$ cat src/scl_pkg.sv
// ----------------------------------------------------------------------------
// scl_pkg
// Shared types, codes and character classes for the script character lexer.
// ----------------------------------------------------------------------------
package scl_pkg;

    // Machine mode and lexeme type codes
    localparam logic [3:0] M_NONE  = 4'd0;
    localparam logic [3:0] M_PASS  = 4'd1;
    localparam logic [3:0] M_ERROR = 4'd2;
    localparam logic [3:0] M_NUM   = 4'd3;
    localparam logic [3:0] M_KEY   = 4'd4;
    localparam logic [3:0] M_LABEL = 4'd5;
    localparam logic [3:0] M_FUNC  = 4'd6;
    localparam logic [3:0] M_VAR   = 4'd7;
    localparam logic [3:0] M_STR   = 4'd8;
    localparam logic [3:0] M_EQU   = 4'd9;
    localparam logic [3:0] M_ARITH = 4'd10;
    localparam logic [3:0] M_BRACK = 4'd11;
    localparam logic [3:0] M_DELIM = 4'd12;

    // Event kinds
    localparam logic [1:0] KIND_APPEND = 2'd0;
    localparam logic [1:0] KIND_DONE   = 2'd1;
    localparam logic [1:0] KIND_STATUS = 2'd2;

    // Step queue depth
    localparam int QUEUE_DEPTH = 2;
    localparam int EVENTS_MAX  = 4;

    // Character codes
    localparam logic [7:0] CH_TAB    = 8'h09;
    localparam logic [7:0] CH_NL     = 8'h0A;
    localparam logic [7:0] CH_SPACE  = 8'h20;
    localparam logic [7:0] CH_BANG   = 8'h21;
    localparam logic [7:0] CH_QUOTE  = 8'h22;
    localparam logic [7:0] CH_DOLLAR = 8'h24;
    localparam logic [7:0] CH_PCT    = 8'h25;
    localparam logic [7:0] CH_AMP    = 8'h26;
    localparam logic [7:0] CH_LPAR   = 8'h28;
    localparam logic [7:0] CH_RPAR   = 8'h29;
    localparam logic [7:0] CH_STAR   = 8'h2A;
    localparam logic [7:0] CH_PLUS   = 8'h2B;
    localparam logic [7:0] CH_COMMA  = 8'h2C;
    localparam logic [7:0] CH_MINUS  = 8'h2D;
    localparam logic [7:0] CH_SLASH  = 8'h2F;
    localparam logic [7:0] CH_0      = 8'h30;
    localparam logic [7:0] CH_9      = 8'h39;
    localparam logic [7:0] CH_COLON  = 8'h3A;
    localparam logic [7:0] CH_SEMI   = 8'h3B;
    localparam logic [7:0] CH_LT     = 8'h3C;
    localparam logic [7:0] CH_EQ     = 8'h3D;
    localparam logic [7:0] CH_GT     = 8'h3E;
    localparam logic [7:0] CH_QMARK  = 8'h3F;
    localparam logic [7:0] CH_AT     = 8'h40;
    localparam logic [7:0] CH_UA     = 8'h41;
    localparam logic [7:0] CH_UZ     = 8'h5A;
    localparam logic [7:0] CH_LSQ    = 8'h5B;
    localparam logic [7:0] CH_RSQ    = 8'h5D;
    localparam logic [7:0] CH_USCORE = 8'h5F;
    localparam logic [7:0] CH_LA     = 8'h61;
    localparam logic [7:0] CH_LZ     = 8'h7A;
    localparam logic [7:0] CH_LBR    = 8'h7B;
    localparam logic [7:0] CH_BAR    = 8'h7C;
    localparam logic [7:0] CH_RBR    = 8'h7D;

    // One result event
    typedef struct packed {
        logic [1:0]  kind;
        logic [7:0]  chr;
        logic [3:0]  ltype;
        logic [6:0]  len;
        logic [15:0] line;
        logic [15:0] col;
        logic [3:0]  mode;
        logic        last;
    } scl_event_t;

    // All events caused by one character, status last
    typedef struct packed {
        scl_event_t [EVENTS_MAX-1:0] ev;
        logic [1:0]                  last_idx;
    } scl_step_t;

    function automatic logic is_blank(input logic [7:0] c);
        return (c == CH_SPACE) || (c == CH_TAB) || (c == CH_NL);
    endfunction

    function automatic logic is_digit(input logic [7:0] c);
        return (c >= CH_0) && (c <= CH_9);
    endfunction

    function automatic logic is_word_char(input logic [7:0] c);
        return ((c >= CH_LA) && (c <= CH_LZ)) || ((c >= CH_UA) && (c <= CH_UZ)) ||
               (c == CH_USCORE) || (c == CH_MINUS);
    endfunction

    function automatic logic is_ident(input logic [7:0] c);
        return (c == CH_DOLLAR) || (c == CH_QMARK) || (c == CH_AT);
    endfunction

    function automatic logic is_brack(input logic [7:0] c);
        return c inside {CH_LPAR, CH_RPAR, CH_LSQ, CH_RSQ, CH_LBR, CH_RBR};
    endfunction

    function automatic logic is_arith(input logic [7:0] c);
        return c inside {CH_PLUS, CH_MINUS, CH_STAR, CH_SLASH, CH_PCT, CH_GT,
                         CH_LT, CH_EQ, CH_BANG, CH_BAR, CH_AMP};
    endfunction

    function automatic logic is_delim(input logic [7:0] c);
        return (c == CH_SEMI) || (c == CH_COMMA);
    endfunction

    // Class of a character that opens a lexeme
    function automatic logic [3:0] classify(input logic [7:0] c);
        logic [3:0] m;
        if (is_blank(c))          m = M_PASS;
        else if (is_digit(c))     m = M_NUM;
        else if (is_word_char(c)) m = M_KEY;
        else if (c == CH_DOLLAR)  m = M_VAR;
        else if (c == CH_QMARK)   m = M_FUNC;
        else if (c == CH_AT)      m = M_LABEL;
        else if (c == CH_QUOTE)   m = M_STR;
        else if (c == CH_COLON)   m = M_EQU;
        else if (is_arith(c))     m = M_ARITH;
        else if (is_delim(c))     m = M_DELIM;
        else if (is_brack(c))     m = M_BRACK;
        else                      m = M_ERROR;
        return m;
    endfunction

    function automatic scl_event_t mk_event(
        input logic [1:0]  kind,
        input logic [7:0]  chr,
        input logic [3:0]  ltype,
        input logic [6:0]  len,
        input logic [15:0] line,
        input logic [15:0] col,
        input logic [3:0]  mode,
        input logic        last
    );
        scl_event_t e;
        e.kind  = kind;
        e.chr   = chr;
        e.ltype = ltype;
        e.len   = len;
        e.line  = line;
        e.col   = col;
        e.mode  = mode;
        e.last  = last;
        return e;
    endfunction

endpackage

$ cat src/scl_front.sv
// ----------------------------------------------------------------------------
// scl_front
// Accepts one character a cycle while take is high, classifies it, updates the
// lexer state and builds the full list of events that the character causes.
// ----------------------------------------------------------------------------
module scl_front
    import scl_pkg::*;
#(
    parameter int MAX_LEXEME_LEN = 127,
    parameter int COUNTER_WIDTH  = 16
)
(
    input  logic      clk,
    input  logic      rst_n,
    input  logic      take,
    input  logic [7:0] ch,
    output scl_step_t rec
);

    localparam int LW = $clog2(MAX_LEXEME_LEN + 1);
    localparam logic [LW-1:0]            LEN_MAX = LW'(MAX_LEXEME_LEN);
    localparam logic [LW-1:0]            LEN_ONE = LW'(1);
    localparam logic [COUNTER_WIDTH-1:0] CNT_ONE = COUNTER_WIDTH'(1);
    localparam logic [COUNTER_WIDTH-1:0] CNT_TOP = {COUNTER_WIDTH{1'b1}};

    logic [3:0]               mode_reg,  mode_next;
    logic                     quote_reg, quote_next;
    logic [LW-1:0]            count_reg, count_next;
    logic [COUNTER_WIDTH-1:0] line_reg,  line_next;
    logic [COUNTER_WIDTH-1:0] col_reg,   col_next;

    // Lexer step
    always_comb
    begin
        logic [3:0]               m;
        logic [3:0]               cls;
        logic                     q;
        logic [LW-1:0]            cnt;
        logic [COUNTER_WIDTH-1:0] lc;
        logic [COUNTER_WIDTH-1:0] cc;
        logic [1:0]               n;
        logic                     do_app;
        logic                     app_done;
        logic                     do_term;
        logic                     do_quote;
        logic                     do_err;
        logic                     is_term;

        m        = mode_reg;
        q        = quote_reg;
        cnt      = count_reg;
        lc       = line_reg;
        cc       = col_reg;
        n        = 2'd0;
        rec      = '0;
        cls      = classify(ch);
        do_app   = 1'b0;
        app_done = 1'b0;
        do_term  = 1'b0;
        do_quote = 1'b0;
        do_err   = 1'b0;
        is_term  = is_delim(ch) || is_blank(ch) || is_arith(ch) || is_brack(ch);

        if ((m == M_NONE) || (m == M_PASS))
        begin
            m = cls;
        end

        // Action decode on the current mode
        unique case (m) inside
            M_PASS, M_ERROR:
            begin
            end
            M_NUM:
            begin
                if (is_digit(ch))  do_app  = 1'b1;
                else if (is_term)  do_term = 1'b1;
                else               do_err  = 1'b1;
            end
            M_KEY:
            begin
                if (is_word_char(ch)) do_app  = 1'b1;
                else if (is_term)     do_term = 1'b1;
                else                  do_err  = 1'b1;
            end
            M_STR:
            begin
                if (is_word_char(ch) || is_digit(ch)) do_app   = 1'b1;
                else if (ch == CH_QUOTE)              do_quote = 1'b1;
                else                                  do_err   = 1'b1;
            end
            M_ARITH, M_BRACK, M_DELIM:
            begin
                do_app   = 1'b1;
                app_done = 1'b1;
            end
            M_EQU:
            begin
                if (ch == CH_COLON)
                begin
                    do_app = 1'b1;
                end
                else if (ch == CH_EQ)
                begin
                    do_app   = 1'b1;
                    app_done = 1'b1;
                end
                else
                begin
                    do_err = 1'b1;
                end
            end
            M_VAR, M_FUNC, M_LABEL:
            begin
                if (is_word_char(ch) || is_digit(ch)) do_app  = 1'b1;
                else if (is_term)                     do_term = 1'b1;
                else if (!is_ident(ch))               do_err  = 1'b1;
            end
            default:
            begin
                do_err = 1'b1;
            end
        endcase

        // Append, possibly followed by completion
        if (do_app)
        begin
            if (cnt >= LEN_MAX)
            begin
                m = M_ERROR;
            end
            else
            begin
                cnt = cnt + LEN_ONE;
                if (cc != CNT_TOP) cc = cc + CNT_ONE;
                rec.ev[n] = mk_event(KIND_APPEND, ch, M_NONE, 7'd0, 16'(lc), 16'(cc), m,
                                     1'b0);
                n = n + 2'd1;
                if (app_done)
                begin
                    rec.ev[n] = mk_event(KIND_DONE, 8'd0, m, 7'(cnt), 16'(lc), 16'(cc),
                                         M_NONE, 1'b0);
                    n   = n + 2'd1;
                    m   = M_NONE;
                    cnt = '0;
                end
            end
        end

        // Terminator: close the lexeme, punctuation becomes its own token
        if (do_term)
        begin
            rec.ev[n] = mk_event(KIND_DONE, 8'd0, m, 7'(cnt), 16'(lc), 16'(cc), M_NONE, 1'b0);
            n   = n + 2'd1;
            m   = M_NONE;
            cnt = '0;
            if (!is_blank(ch))
            begin
                if (cc != CNT_TOP) cc = cc + CNT_ONE;
                rec.ev[n] = mk_event(KIND_APPEND, ch, M_NONE, 7'd0, 16'(lc), 16'(cc),
                                     M_NONE, 1'b0);
                n = n + 2'd1;
                rec.ev[n] = mk_event(KIND_DONE, 8'd0, cls, 7'(LEN_ONE), 16'(lc), 16'(cc),
                                     M_NONE, 1'b0);
                n = n + 2'd1;
            end
        end

        // Quote mark toggles; closing quote completes the string
        if (do_quote)
        begin
            q = ~q;
            if (!q)
            begin
                rec.ev[n] = mk_event(KIND_DONE, 8'd0, M_STR, 7'(cnt), 16'(lc), 16'(cc),
                                     M_NONE, 1'b0);
                n   = n + 2'd1;
                m   = M_NONE;
                cnt = '0;
            end
        end

        if (do_err)
        begin
            m = M_ERROR;
        end

        // Newline bumps the line and clears the column and any error
        if (ch == CH_NL)
        begin
            if (lc != CNT_TOP) lc = lc + CNT_ONE;
            cc = '0;
            m  = M_NONE;
        end

        rec.ev[n]    = mk_event(KIND_STATUS, 8'd0, M_NONE, 7'd0, 16'(lc), 16'(cc), m, 1'b1);
        rec.last_idx = n;

        mode_next  = m;
        quote_next = q;
        count_next = cnt;
        line_next  = lc;
        col_next   = cc;
    end

    // State registers
    always_ff @(posedge clk or negedge rst_n)
    begin
        if (!rst_n)
        begin
            mode_reg  <= M_NONE;
            quote_reg <= 1'b0;
            count_reg <= '0;
            line_reg  <= CNT_ONE;
            col_reg   <= CNT_ONE;
        end
        else if (take)
        begin
            mode_reg  <= mode_next;
            quote_reg <= quote_next;
            count_reg <= count_next;
            line_reg  <= line_next;
            col_reg   <= col_next;
        end
    end

endmodule

$ cat src/scl_queue.sv
// ----------------------------------------------------------------------------
// scl_queue
// Short queue of step records between the front and the back.
// ----------------------------------------------------------------------------
module scl_queue
    import scl_pkg::*;
(
    input  logic      clk,
    input  logic      rst_n,
    input  logic      push,
    input  scl_step_t push_data,
    output logic      full,
    input  logic      pop,
    output scl_step_t head,
    output logic      empty
);

    localparam int PW = $clog2(QUEUE_DEPTH);
    localparam int FW = $clog2(QUEUE_DEPTH + 1);
    localparam logic [FW-1:0] FILL_FULL = FW'(QUEUE_DEPTH);
    localparam logic [FW-1:0] FILL_ONE  = FW'(1);
    localparam logic [PW-1:0] PTR_ONE   = PW'(1);

    scl_step_t       entry_reg [QUEUE_DEPTH];
    logic [PW-1:0]   wr_ptr_reg, wr_ptr_next;
    logic [PW-1:0]   rd_ptr_reg, rd_ptr_next;
    logic [FW-1:0]   fill_reg,   fill_next;

    assign full  = (fill_reg == FILL_FULL);
    assign empty = (fill_reg == '0);
    assign head  = entry_reg[rd_ptr_reg];

    // Pointer and fill update
    always_comb
    begin
        wr_ptr_next = push ? wr_ptr_reg + PTR_ONE : wr_ptr_reg;
        rd_ptr_next = pop  ? rd_ptr_reg + PTR_ONE : rd_ptr_reg;
        fill_next   = fill_reg;
        if (push && !pop)      fill_next = fill_reg + FILL_ONE;
        else if (pop && !push) fill_next = fill_reg - FILL_ONE;
    end

    always_ff @(posedge clk or negedge rst_n)
    begin
        if (!rst_n)
        begin
            wr_ptr_reg <= '0;
            rd_ptr_reg <= '0;
            fill_reg   <= '0;
        end
        else
        begin
            wr_ptr_reg <= wr_ptr_next;
            rd_ptr_reg <= rd_ptr_next;
            fill_reg   <= fill_next;
        end
    end

    // Payload storage
    always_ff @(posedge clk)
    begin
        if (push)
        begin
            entry_reg[wr_ptr_reg] <= push_data;
        end
    end

endmodule

$ cat src/scl_back.sv
// ----------------------------------------------------------------------------
// scl_back
// Walks the events of the step record at the queue head, one per transaction.
// ----------------------------------------------------------------------------
module scl_back
    import scl_pkg::*;
(
    input  logic       clk,
    input  logic       rst_n,
    input  scl_step_t  head,
    input  logic       empty,
    output logic       pop,
    output logic       event_valid,
    input  logic       event_ready,
    output scl_event_t cur
);

    logic [1:0] idx_reg, idx_next;
    logic       at_last;

    assign event_valid = !empty;
    assign cur         = head.ev[idx_reg];
    assign at_last     = (idx_reg == head.last_idx);
    assign pop         = event_valid && event_ready && at_last;

    // Event index within the current record
    always_comb
    begin
        idx_next = idx_reg;
        if (event_valid && event_ready)
        begin
            idx_next = at_last ? 2'd0 : idx_reg + 2'd1;
        end
    end

    always_ff @(posedge clk or negedge rst_n)
    begin
        if (!rst_n)
        begin
            idx_reg <= 2'd0;
        end
        else
        begin
            idx_reg <= idx_next;
        end
    end

endmodule

$ cat src/script_char_lexer_core.sv
// An accepted character is registered into the step queue as a step record.
// Throughput: the front takes one character a cycle while the two-entry step
// queue has room; the back delivers one event a cycle while event_ready is
// high, and a character causes 1 to 4 events (status included).
// Reset: rst_n clears the queue and the lexer state asynchronously; line and
// column restart at 1 and the mode at none.
// ----------------------------------------------------------------------------
// script_char_lexer_core
// Character-at-a-time script lexer: front classifier, step queue, event back.
// ----------------------------------------------------------------------------
module script_char_lexer_core
    import scl_pkg::*;
#(
    parameter int MAX_LEXEME_LEN = 127,
    parameter int COUNTER_WIDTH  = 16
)
(
    input  logic        clk,
    input  logic        rst_n,
    input  logic        ch_valid,
    output logic        ch_ready,
    input  logic [7:0]  ch,
    output logic        event_valid,
    input  logic        event_ready,
    output logic [1:0]  event_kind,
    output logic [7:0]  token_char,
    output logic [3:0]  lexeme_type,
    output logic [6:0]  lexeme_length,
    output logic [15:0] line_index,
    output logic [15:0] column_count,
    output logic [3:0]  machine_mode,
    output logic        last_of_run
);

    scl_step_t  rec;
    scl_step_t  head;
    scl_event_t cur;
    logic       full;
    logic       empty;
    logic       take;
    logic       pop;

    assign ch_ready = !full;
    assign take     = ch_valid && ch_ready;

    // Front: classify and step the lexer
    scl_front #(
        .MAX_LEXEME_LEN (MAX_LEXEME_LEN),
        .COUNTER_WIDTH  (COUNTER_WIDTH)
    ) u_front (
        .clk   (clk),
        .rst_n (rst_n),
        .take  (take),
        .ch    (ch),
        .rec   (rec)
    );

    // Step queue
    scl_queue u_queue (
        .clk       (clk),
        .rst_n     (rst_n),
        .push      (take),
        .push_data (rec),
        .full      (full),
        .pop       (pop),
        .head      (head),
        .empty     (empty)
    );

    // Back: event sequencer
    scl_back u_back (
        .clk         (clk),
        .rst_n       (rst_n),
        .head        (head),
        .empty       (empty),
        .pop         (pop),
        .event_valid (event_valid),
        .event_ready (event_ready),
        .cur         (cur)
    );

    assign event_kind    = cur.kind;
    assign token_char    = cur.chr;
    assign lexeme_type   = cur.ltype;
    assign lexeme_length = cur.len;
    assign line_index    = cur.line;
    assign column_count  = cur.col;
    assign machine_mode  = cur.mode;
    assign last_of_run   = cur.last;

`ifndef SYNTHESIS
    // Only the status event closes a character's run
    assert property (@(posedge clk) disable iff (!rst_n)
        event_valid && last_of_run |-> event_kind == KIND_STATUS)
        else $error("last_of_run on a non-status event");

    // A transaction into an empty pipe yields an event next cycle
    assert property (@(posedge clk) disable iff (!rst_n)
        ch_valid && ch_ready && !event_valid |=> event_valid)
        else $error("accepted character produced no event");

    // Events of one character follow without a gap
    assert property (@(posedge clk) disable iff (!rst_n)
        event_valid && event_ready && !last_of_run |=> event_valid)
        else $error("event run broken before its status");
`endif

endmodule
$ cat config.mk
export PLATFORM = sky130hd
export DESIGN_NAME = script_char_lexer_core
export DESIGN_NICKNAME = d
export VERILOG_FILES = /design/src/scl_pkg.sv /design/src/scl_front.sv /design/src/scl_queue.sv /design/src/scl_back.sv /design/src/script_char_lexer_core.sv
export SDC_FILE = /design/constraint.sdc
export NUM_CORES = 1
export LEC_CHECK = 0
export BUFFER_PORTS_ARGS = -buffer_cell sky130_fd_sc_hd__buf_2
export CAP_MARGIN = 10
export CELL_PAD_IN_SITES_DETAIL_PLACEMENT = 0
export CELL_PAD_IN_SITES_GLOBAL_PLACEMENT = 1
export CORE_MARGIN = 2
export CORE_UTILIZATION = 45
export DETAILED_ROUTE_END_ITERATION = 7
export PLACE_DENSITY_LB_ADDON = 0.12
export SETUP_SLACK_MARGIN = 0.02
export SLEW_MARGIN = 30
export SYNTH_ARGS = -nofsm -noshare
export SYNTH_HDL_FRONTEND = slang
export SYNTH_SLANG_ARGS = --single-unit
$ cat constraint.sdc
create_clock -name clk -period 12.5 [get_ports clk]
set_input_delay 2.5 -clock clk [delete_from_list [all_inputs] [get_ports clk]]
set_output_delay 2.5 -clock clk [all_outputs]
set_load 0.01 [all_outputs]
* After elaboration in Yosys (flattened, before gate mapping)
Memory sizes are Yosys's and may differ from the RTL's.
Index checks and enable logic that the tools add are counted.
** Operators by class
- Add/subtract/negate cells :: 13
- Equality and inequality tests :: 46
- Muxes and demuxes :: 100
- Order comparisons :: 18
- Bitwise gates (word level) :: 1
- Reductions and logical operators :: 40
** Operator list (number)
- bitwise mux 232 bit :: 5
- 2-to-1 mux 232 bit :: 4
- demux 58 bit (select 2 bit) :: 5
- 2-to-1 mux 58 bit :: 6
- 2-to-1 mux 116 bit :: 2
- 2-to-1 mux 16 bit :: 11
- equality test 8 x 6 -> 1 bit (second input constant) :: 19
- binary-select mux 58 bit (select 2 bit) :: 1
- 2-to-1 mux 4 bit :: 20
- 2-to-1 mux 57 bit :: 1
- equality test 8 x 7 -> 1 bit (second input constant) :: 7
- adder 16 x 1 -> 16 bit (second input constant) :: 3
- inequality test 16 bit (second input constant) :: 3
- 2-to-1 mux 7 bit :: 6
- 2-to-1 mux 1 bit :: 25
- equality test 4 bit (second input constant) :: 5
- 2-to-1 mux 2 bit :: 10
- less-than comparator 2 x 3 -> 1 bit (second input constant) :: 6
- equality test 4 x 3 -> 1 bit (second input constant) :: 4
- equality test 8 x 4 -> 1 bit (second input constant) :: 2
- >= comparator 8 x 7 -> 1 bit (second input constant) :: 2
- <= comparator 8 x 7 -> 1 bit (second input constant) :: 2
- logical AND 1 bit :: 13
- logical OR 1 bit :: 13
- 27 further kinds :: 43
** Storage, ports and cells
- Register bits after elaboration :: 50
- Bits of input ports :: 12
- Memories kept :: 1
- Bits in writable memories :: 468
- Output and inout port bits :: 60
** Memories
- u_queue.entry_reg :: depth 2, width 234, rd ports 1, clocked after memory_dff 0, write ports 1, RTL line scl_queue.sv:24 : scl_step_t entry_reg [QUEUE_DEPTH];

* Depth between registers and ports, before layout
Gate-level depths: netlist (run 1).
- Depth in word-level cells :: 33
- Depth in mapped cells :: 26
- Gate-level depth less buffers :: 20

* Hierarchy
A second synthesis (run 1) with hierarchy kept.
** Second synthesis, totals
- Cell total of the unflattened synthesis :: 2250
- Area, all modules :: 28464.8 um^2
** Modules (own cells, without submodules)
- scl_queue :: area an instance 17680.7 um^2, instances 1, sequential area each 14153.6 um^2, cells an instance 744
- scl_front :: area an instance 9170.0 um^2, instances 1, sequential area each 1103.6 um^2, cells an instance 1417
- scl_back :: area an instance 1604.0 um^2, instances 1, sequential area each 50.0 um^2, cells an instance 87
- script_char_lexer_core :: area an instance 10.0 um^2, instances 1, sequential area each 0.0 um^2, cells an instance 2

* Least setup slack after synthesis (run 1)
OpenSTA, ideal clock, no wires.
- Kind :: input-to-reg
- Start point :: input ch_valid
- End point :: memory u_queue.entry_reg[0][0] (netlist bit), enable pin
- Slack :: -0.730 ns
- Stages :: 3
- Arrival :: 12.404 ns
- Library setup time :: 0.826 ns
- Required time :: 11.674 ns
- Cells stage by stage :: nand2_1 > clkbuf_1 > nor2_1
** Between the ends
- Word-level cells in the longest chain between the ends :: 3
** RTL lines
- from (decl) :: RTL line script_char_lexer_core.sv:20 : input logic ch_valid,
- logical AND 1 bit :: RTL line script_char_lexer_core.sv:44 : assign take = ch_valid && ch_ready;
- 2-to-1 mux 1 bit :: RTL line scl_queue.sv:62 : if (push)
- 2-to-1 mux 1 bit (not written as such) :: RTL line scl_queue.sv:64 : entry_reg[wr_ptr_reg] <= push_data;
- to (decl) :: RTL line scl_queue.sv:24
Every way passes these cells.

==> results.py, run 1 <==
metrics = {
    "run_status": {
        "status": "finished clean",
    },
    "sta": {
        "clock_skew_ns": 0.0180,
        "period_share": 0.746,
        "setup-violations-final": 0,
        "fmax_mhz": 107,
        "tns_ns": 0,
        "slew_violations": 0,
        "max_slew_margin": 0.258,
        "worst_pin_slew_ns": 1.11,
        "hold_viol_final": 0,
        "rsz0062_at_grt": "false",
        "min_period_ns": 9.32,
    },
    "global_route": {
        "grt_pass1_wl_mm": 123,
        "overflow": 0,
        "antenna_found_initial": 0,
        "grt_usage": 0.276,
        "grt_max_degree": 160,
        "first_global_vias": 18810,
    },
    "pwr": {
        "power_density_nw_per_um2": 247,
        "power_w": 0.00734,
        "ir_worst_vdd_mv": 0.385,
        "leakage_nw": 10.1,
    },
    "drt": {
        "routed_wirelength_mm": 83.7,
        "wl_per_cell_microns": 27.9,
        "via_per_inst": 6.34,
        "drt_iter0_markers": 1702,
        "drc": 0,
        "num_vias": 19020,
        "detail-route-antenna-nets": 0,
        "firstDrtPassIters": 6,
    },
    "critical_path": {
        "reg2reg_slack_ns": 5.51,
        "cp_max_fo": 33,
        "crit_type": "input port to flip-flop",
        "cp-start-kind": "input port",
        "required_ns": 12.89,
        "reg2reg_depth": 20,
        "endpoint_kind": "flip-flop",
        "cp.arrival_ns": 9.72,
        "r2r-start": "u_front.mode_reg[1]",
        "r2r-end": "u_queue.entry_reg[0][189]",
    },
    "cts": {
        "cts_made_buffers": 55,
        "post_cts_buffers": 0,
        "ctsResizeCount": 0,
        "cts_buffer_depth": 3,
        "cts_htree_levels": 2,
        "cts_sinks": 510,
        "root_buffer": "clkbuf_16",
        "clock_latency_ns": 0.62,
        "path_clk_slew_ns": 0.06,
        "cts_tree": "built",
        "cts_hold_buf": 0,
    },
    "finish": {
        "drive_above_1_share": 0.201,
        "largest_reg_flops": 460,
        "final_util": 0.507,
        "syn_to_final_growth_pct": 12.2,
        "final_cell_mix": "edfxtp_1 (460), nand2_1 (195), o21ai_0 (190), nor2_1 (175), mux4_2 (114)",
        "fin_nets": 2211,
        "final_area_sq_um": 29800,
        "diodes": 0,
        "final_common_cell": "edfxtp_1",
        "regArea_sq_um": 15100,
        "fill_cells": 5079,
        "multi_input_area_sq_um": 10900,
    },
    "yosys": {
        "synth-edff-count": 460,
        "synth_cell_types": 107,
        "ys_warn_count": 0,
        "syn_area_per_cell_sq_um": 12.5,
        "synth_area_sq_um": 26500,
        "ys_async_sr_fraction": 0.0980,
        "syn-instance-count": 2124,
        "yosys_register_bits": 510,
        "yosysSeqAreaShare": 0.568,
        "ys.flop_type": "edfxtp_1",
    },
    "job": {
        "drv_cap": 0,
    },
    "floorplan": {
        "die_w_microns": 247,
        "core_sq_um": 58700,
        "dieArea_sq_um": 60900,
        "core.rowCount": 89,
        "ios": 72,
        "initial_core_util": 0.452,
        "die_y_microns": 247,
    },
    "placement": {
        "portBuffers": 71,
        "dp_hpwl_mm": 57.1,
        "place_congestion": 0.975,
        "place_area_sq_um": 27900,
    },
    "min_path": {
        "hold_path_class": "flip-flop to flip-flop",
        "hold-path-endpoint": "u_front.quote_reg",
        "min-delay-start": "u_front.quote_reg",
        "holdPathStages": 1,
    },
}
-- through the flow --
| stage | hold WS (ns) | setup WS, ns | std cells |
|---|---|---|---|
| after CTS | 0.475 | 3.37 | 3000 |
| after global placement | 0.452 | 2.84 | 2894 |
| final | 0.468 | 3.18 | 3002 |
| after detailed placement | 0.463 | 2.75 | 2898 |
| after floorplan | 0.438 | 3.17 | 2145 |
| after global routing | 0.480 | 2.81 | 3002 |
-- cells by family after synthesis --
kind of cell / Yosys count / synth area share
adders and majority gates: 15 / 0.00707
muxes: 190 / 0.129
and+or+nand+nor: 653 / 0.120
xor gates and xnor gates: 64 / 0.0214
AOI/OAI and AO/OA: 510 / 0.127
DFF: 510 / 0.568
buffers and inverters: 181 / 0.0276
other: 1 / 0.000141
-- where the power goes --
part           leakage (nW)  internal (W)  switching (W)
Clock                 0.892      0.000968       0.000684
Combinational          4.11       0.00114        0.00195
Sequential             5.07       0.00240       0.000191
-- worst max-delay path, stage by stage --
cell and delay [ns]:
buf_2 0.37, or4b_1 0.54, nor3_2 0.17, buf_4 0.28
nor3_1 0.14, a41oi_2 0.47, a41oi_1 0.30, or3_4 0.44
a31oi_4 0.20, buf_4 0.45, nand2_1 0.14, ha_1 0.38
xnor2_1 0.21, nor2_1 0.60, a21oi_1 0.19, ha_1 0.37
a22oi_2 0.33, inv_2 0.21, nor2_1 0.65, nor2_1 0.16
buf_4 0.25, o21ai_0 0.32
-- cell type report --
type | count | share of cell area
inverters | 35 | 0.00441
multi-input cells | 1454 | 0.366
flip-flops and latches | 510 | 0.506
repair buffers | 128 | 0.0293
clock buffers | 63 | 0.0479
clock inverters | 39 | 0.0138
well taps | 773 | 0.0325
-- how the worst max path moves through the flow --
stage / startpoint / to / depth (start not counted)
final: ch[3] / u_queue.entry_reg[0][189] / 22
after global routing: ch[3] / u_queue.entry_reg[1][189] / 22
after CTS: ch[3] / u_queue.entry_reg[0][193] / 22
after detailed placement: ch[3] / u_queue.entry_reg[0][69] / 22
after global placement: ch[3] / u_queue.entry_reg[0][193] / 22
after floorplan: ch_valid / u_queue.entry_reg[0][0] / 3
-- Yosys cell counts, drive strengths merged, types with 16 or more instances --
cell	instances	area, sq um
buf	33	176
o22ai	25	156
and2	39	244
nand2	195	732
mux2	65	739
a21oi	75	383
a31oi	18	128
mux4	114	2570
nor2	180	681
o21ai	203	1020
dfrtp	48	1200
clkbuf	113	425
inv	34	128
or3	18	118
nand4	16	100
nor3	42	235
edfxtp	460	13800
nor4	16	130
nand3	63	320
xnor2	40	358
a22oi	22	165
xor2	24	210
-- metal layers --
layer	wire length, microns	up-vias	track usage
met3	5110	166	0.0371
met1	35800	9722	0.383
met2	39600	775	0.445
met5	0	-	0
met4	3140	0	0.100
li1	-	8357	-
(Power assumes the default switching activity.)
==> run 2, diff against run 1 <==
==> constraint.sdc (replaced) <==
create_clock -name clk -period 8.78 [get_ports clk]
set_input_delay 1.756 -clock clk [delete_from_list [all_inputs] [get_ports clk]]
set_output_delay 1.756 -clock clk [all_outputs]
set_load 0.01 [all_outputs]
==> results.py, run 2 (synthesis results as in run 1) <==
metrics = {
    "floorplan": {
        "die_w_microns": 247,
        "dieArea_sq_um": 60900,
        "initial_core_util": 0.452,
        "core_sq_um": 58700,
        "core.rowCount": 89,
        "die_y_microns": 247,
        "ios": 72,
    },
    "sta": {
        "period_share": 0.938,
        "rsz0062_at_grt": "false",
        "max_slew_margin": 0.281,
        "tns_ns": 0,
        "setup-violations-final": 0,
        "fmax_mhz": 121,
        "min_period_ns": 8.24,
        "worst_pin_slew_ns": 1.07,
        "clock_skew_ns": 0.0152,
        "hold_viol_final": 0,
        "slew_violations": 0,
    },
    "cts": {
        "cts_hold_buf": 0,
        "cts_sinks": 510,
        "cts_buffer_depth": 3,
        "cts_tree": "built",
        "ctsResizeCount": 0,
        "root_buffer": "clkbuf_16",
        "clock_latency_ns": 0.61,
        "cts_htree_levels": 2,
        "post_cts_buffers": 0,
        "path_clk_slew_ns": 0.07,
        "cts_made_buffers": 54,
    },
    "critical_path": {
        "crit_type": "input port to flip-flop",
        "cp_common_cell": "o21ai_0",
        "r2r-start": "u_front.col_reg[3]",
        "reg2reg_slack_ns": 2.16,
        "cp-start-kind": "input port",
        "endpoint_kind": "flip-flop",
        "required_ns": 9.13,
        "crit_start": "ch[4]",
        "path_cells": "buf_2 -> or4b_1 -> nor3_2 -> a31oi_1 -> nor3b_1 -> o41ai_2 -> o211a_1 -> o31ai_4 -> nor2_1 -> xor2_1 -> ha_1 -> inv_1 -> a211oi_2 -> nand4_1 -> buf_4 -> a41oi_2 -> o21ai_0 -> o21ai_0",
        "cp_max_fo": 21,
        "crit_path_max_incr_delay_ns": 0.73,
        "cp.arrival_ns": 8.58,
        "cp_slowest_cell": "or4b_1",
    },
    "drt": {
        "detail-route-antenna-nets": 0,
        "drc": 0,
        "routed_wirelength_mm": 85.0,
        "via_per_inst": 6.35,
        "wl_per_cell_microns": 28.1,
        "num_vias": 19183,
        "drt_iter0_markers": 1943,
        "firstDrtPassIters": 6,
    },
    "placement": {
        "placedCellCount": 2918,
        "place_congestion": 0.986,
        "dp_hpwl_mm": 57.6,
        "portBuffers": 71,
    },
    "finish": {
        "fin_nets": 2229,
        "regArea_sq_um": 15100,
        "multi_input_area_sq_um": 10900,
        "final_common_cell": "edfxtp_1",
        "final_cell_mix": "edfxtp_1 (460), nand2_1 (195), o21ai_0 (191), nor2_1 (175), mux4_2 (114)",
        "final_cells": 3020,
        "syn_to_final_growth_pct": 12.4,
        "fill_cells": 5075,
        "diodes": 0,
        "largest_reg_flops": 460,
        "drive_above_1_share": 0.208,
    },
    "pwr": {
        "ir_worst_vdd_mv": 0.391,
        "power_density_nw_per_um2": 352,
        "leakage_nw": 10.1,
    },
    "global_route": {
        "overflow": 0,
        "grt_max_degree": 165,
        "grt_usage": 0.280,
        "first_global_vias": 19000,
        "antenna_found_initial": 0,
        "grt_pass1_wl_mm": 125,
    },
    "job": {
        "drv_cap": 0,
    },
    "run_status": {
        "status": "finished clean",
    },
    "min_path": {
        "min-delay-start": "u_front.quote_reg",
        "hold_path_class": "flip-flop to flip-flop",
    },
}
==> run 2: cell count changes in the layout (fill, tap and decap cells not counted), moves of 2 or more <==
cell	previous run	this run
buf_12	5	1
buf_4	49	72
bufinv_16	7	5
clkbuf_1	7	17
clkbuf_16	56	54
clkbuf_8	0	6
clkinv_1	18	4
==> run 2: worst max-delay path, delay by kind of cell <==
kind | cells | cell delay, ns
compound gates | 8 | 2.89
xor+xnor | 1 | 0.64
fa+ha+maj | 1 | 0.64
simple gates | 5 | 1.83
buf+inv | 3 | 0.78
==> run 2: power breakdown <==
part	switching [W]	internal [W]	leakage [nW]
combinational	0.00281	0.00165	4.18
sequential	0.000313	0.00342	5.07
clock	0.000952	0.00134	0.872
total	0.00408	0.00642	10.1
==> run 2: cell type report <==
cell class                 instances  share of cell area
sequential                       510               0.505
timing repair buffer             147              0.0329
inverter                          35             0.00440
tap                              773              0.0324
multi-input combinational       1454               0.365
clock inverter                    24             0.00986
clock buffer                      77              0.0502
==> run 2: worst paths after layout <==
check,depth (start not counted),end
max in group asynchronous,2,u_back.idx_reg[1]
setup reg to reg,14,u_queue.entry_reg[0][187]
hold reg to reg,1,u_front.quote_reg
hold / removal,1,u_front.quote_reg
setup / recovery,18,u_queue.entry_reg[0][187]
min in group asynchronous,2,u_front.col_reg[5]
==> run 2: metal layers <==
layer,wire length [microns],up-vias,global-route usage
met5,0,-,0
met4,3980,0,0.120
met3,5360,217,0.0412
met2,40000,784,0.450
met1,35600,9790,0.382
li1,-,8392,-
==> run 2: metrics by stage <==
stage | hold slack [ns] | power (W) | utilization | setup slack (ns) | cell area, sq um
3_3_place_gp | 0.472 | 0.00816 | 0.476 | 0.0326 | 28000
5_1_grt | 0.501 | 0.0110 | 0.508 | 0.308 | 29800
2_1_floorplan | 0.438 | 0.00659 | - | 0.192 | 26600
6_report | 0.480 | 0.0105 | 0.508 | 0.542 | 29800
4_1_cts | 0.481 | 0.0105 | 0.508 | 0.750 | 29800
3_5_place_dp | 0.465 | 0.00823 | 0.477 | 0.141 | 28000
